`config.mk`:
```
export PLATFORM = sky130hd
export DESIGN_NAME = rvie_ram
export DESIGN_NICKNAME = d
export VERILOG_FILES = /design/src/design/rvie_ram.sv
export SDC_FILE = /design/constraint.sdc
export NUM_CORES = 1
export LEC_CHECK = 0
export BUFFER_PORTS_ARGS = -buffer_cell sky130_fd_sc_hd__buf_2
export CAP_MARGIN = 10
export CORE_MARGIN = 8
export CORE_UTILIZATION = 45
export DETAILED_ROUTE_END_ITERATION = 10
export GPL_ROUTABILITY_DRIVEN = 0
export SLEW_MARGIN = 10
export SYNTH_ARGS = -nofsm -noshare
export SYNTH_HDL_FRONTEND = slang
export SYNTH_SLANG_ARGS = --single-unit
```
`constraint.sdc`:
```
create_clock -name clk_i -period 5.2 [get_ports clk_i]
set_clock_uncertainty 0.2 [all_clocks]
set_input_delay 0.52 -clock clk_i [delete_from_list [all_inputs] [get_ports clk_i]]
set_output_delay 0.52 -clock clk_i [all_outputs]
set_load 0.1 [all_outputs]
```
`src/design/rvie_ram.sv`:
```
// Generic single-port-write, single-port-read RAM with registered read data.
// No dependencies.
`timescale 1ns / 1ps
`default_nettype none

module rvie_ram #(
  parameter int unsigned WIDTH = 8,
  parameter int unsigned DEPTH = 16,
  localparam int unsigned AW   = (DEPTH > 1) ? $clog2(DEPTH) : 1
) (
  input  wire logic             clk_i,
  input  wire logic             we_i,
  input  wire logic [AW-1:0]    waddr_i,
  input  wire logic [WIDTH-1:0] wdata_i,
  input  wire logic             re_i,
  input  wire logic [AW-1:0]    raddr_i,
  output logic      [WIDTH-1:0] rdata_o
);

  logic [WIDTH-1:0] mem_q [DEPTH];

  always_ff @(posedge clk_i) begin
    if (we_i) begin
      mem_q[waddr_i] <= wdata_i;
    end
    if (re_i) begin
      rdata_o <= mem_q[raddr_i];
    end
  end

endmodule

`default_nettype wire

```
==> reports/metrics.cfg <==
[outcome]
status=finished, final reports clean

[synth]
ys_ff_latch=136
netlist_instances=229
ys_seq_area_share_pct=78.1
synth_cell_types=18
synth.avg_cell_area_sq_um=22.8
netlist_area_sq_mm=0.00523
synth_fp_nets=248
ys_warn_count=0

[clock_network]
worstSkewPairLatency_ps=410
cts-buffers-inserted=17
post_cts_buffers=0
htreeDepth=4
clk_pin_slew_ps=50
cts_root_buf=clkbuf_16
cts.sinks=136
cts_tree=built
clockBufferDepth=2
cts_hold_buf=0
post_cts_resize_count=0

[detailed_routing]
drcViolationCount=0
wl_per_cell_um=24.4
via_count=2420
vias_per_cell=5.82
wl_um=10200
firstDrtPassIters=4
drtAntennaViolNets=0
drt_iter0_drc=351

[grt]
grt_pass1_vias=2448
gr-usage-met3_pct=3.85
grt_first_pass_wirelength_um=15100
busiest_layer=met1
grt_use_met1_pct=20.0
gr-total-overflow=0
grt_use_total_pct=14.2
grt_start_max_net_pins=33
antenna_found_initial=0
grt_use_met2_pct=19.9

[run]
drv_cap=0

[critical_path]
cp-start-kind=primary input
crit_buf_inv=1
cp.arrival_ps=2340
r2r_start=mem_q[1][3]$_DFFE_PP_
critical_path_required_ps=5140
r2r_cells=3
cpLargestDelayFamily=buffers and inverters
crit_type=in2reg
r2r-end=rdata_o[3]$_DFFE_PP_
cpPeakStageDelay_ps=780
endpoint_kind=flop
rrSetupSlack_ps=3490
worstPathCellList=buf_2, mux4_1, a22oi_1, nand2_1
cp_slowest_cell=buf_2
cp_max_fo=32

[cells_and_area]
most-common-layout-cells=edfxtp_1 (136), buf_2 (26), mux4_2 (18)
utilization_pct=52.7
layout_commonest_cell=edfxtp_1
drive_gt1_share_pct=25.3
area_growth_pct=14.6
nNetsFinal=283
stdcell_area_sq_mm=0.00599
n_antenna_cell=0
nFillCells=864

[power]
leakagePower_uw=0.00197
power.total_uw=2460
power_density_mw_per_mm2=410
vdd_drop_max_v=0.000245

[sta]
rsz0062_at_grt=no
maxSlewViolCount=0
hold_viol=0
setup_tns_ps=0
setup_violations=0
relSlewSlack_pct=27.9
fmaxAchievable_ghz=0.415
layout_setup_ws_ps=2790
final.min_clock_period_ps=2410
finalCritPeriodShare_pct=46.3
worstMarginPinSlew_ps=1080

[min_path]
min-delay-path-class=in2reg
holdPathEnd=rdata_o[0]$_DFFE_PP_
hold_path_depth=1
hp-start=re_i

[die]
start_util_pct=46.0
die_w_um=124
core_area_sq_mm=0.0114
die_height_um=124
fp-row-count=39
ios=27
die-area_sq_mm=0.0153

[place]
hpwlAfterDp_um=6090
place_area_sq_mm=0.00547
dp_slack_ps=2280
io_buffers=26

==> routing by layer <==
layer,up-vias,share of wire (%)
met2,89,47
met3,12,6.9
met5,-,0
met4,0,1.7
li1,1044,-
met1,1275,45
==> cell type report <==
| cell class | instances | area, sq um | share of cell area (%) |
|---|---|---|---|
| clock buffers | 20 | 437 | 7.29 |
| clock inverters | 8 | 83.8 | 1.40 |
| multi-input cells | 83 | 1080 | 18.0 |
| flip-flops and latches | 136 | 4080 | 68.2 |
| well taps | 143 | 179 | 2.99 |
| repair buffers | 26 | 130 | 2.17 |
==> power breakdown <==
part	switching (uW)	total, uW	internal, uW
registers	5.46	1240	1240
clock network	389	1070	683
logic	102	144	42.6
==> stage by stage <==
step / cells / hold slack (ps)
after floorplan: 229 / 419
after global placement: 388 / 522
after detailed placement: 388 / 538
after CTS: 416 / 267
after global routing: 416 / 273
final: 416 / 269
==> how the worst max path moves through the flow <==
stage,slack (ps),from,to,cells past startpoint
2_1_floorplan,2990,waddr_i[2],mem_q[0][0]$_DFFE_PP_,2
3_3_place_gp,2280,raddr_i[0],rdata_o[3]$_DFFE_PP_,4
3_5_place_dp,2280,raddr_i[0],rdata_o[5]$_DFFE_PP_,4
4_1_cts,2720,raddr_i[0],rdata_o[5]$_DFFE_PP_,4
5_1_grt,2630,raddr_i[0],rdata_o[5]$_DFFE_PP_,4
6_report,2790,raddr_i[0],rdata_o[3]$_DFFE_PP_,4
==> cell usage after synthesis, drive strengths merged <==
cell type	n	area, sq um
a22oi	16	120
and2	1	6.26
and2b	1	7.51
buf	7	56.3
clkdlybuf4s25	3	30.0
edfxtp	136	4080
mux4	32	773
nand2	9	33.8
nand2b	2	12.5
nand3	1	5.00
nand3b	2	15.0
nor2	13	48.8
nor2b	1	6.26
nor3	4	20.0
or3b	1	8.76
==> cell families after synthesis <==
| family | count (synthesis) | share of synthesized area [%] |
|---|---|---|
| AO/OA/AOI/OAI | 16 | 2.30 |
| buffers and inverters | 10 | 1.65 |
| flip-flops | 136 | 78.1 |
| multiplexers | 32 | 14.8 |
| AND/OR/NAND/NOR | 35 | 3.14 |
==> flip-flops by register name, summed over array words and instances (netlist names) <==
| name | cells |
|---|---|
| mem_q | 128 |
| rdata_o | 8 |
No activity file was read; power rests on OpenSTA's default activity.
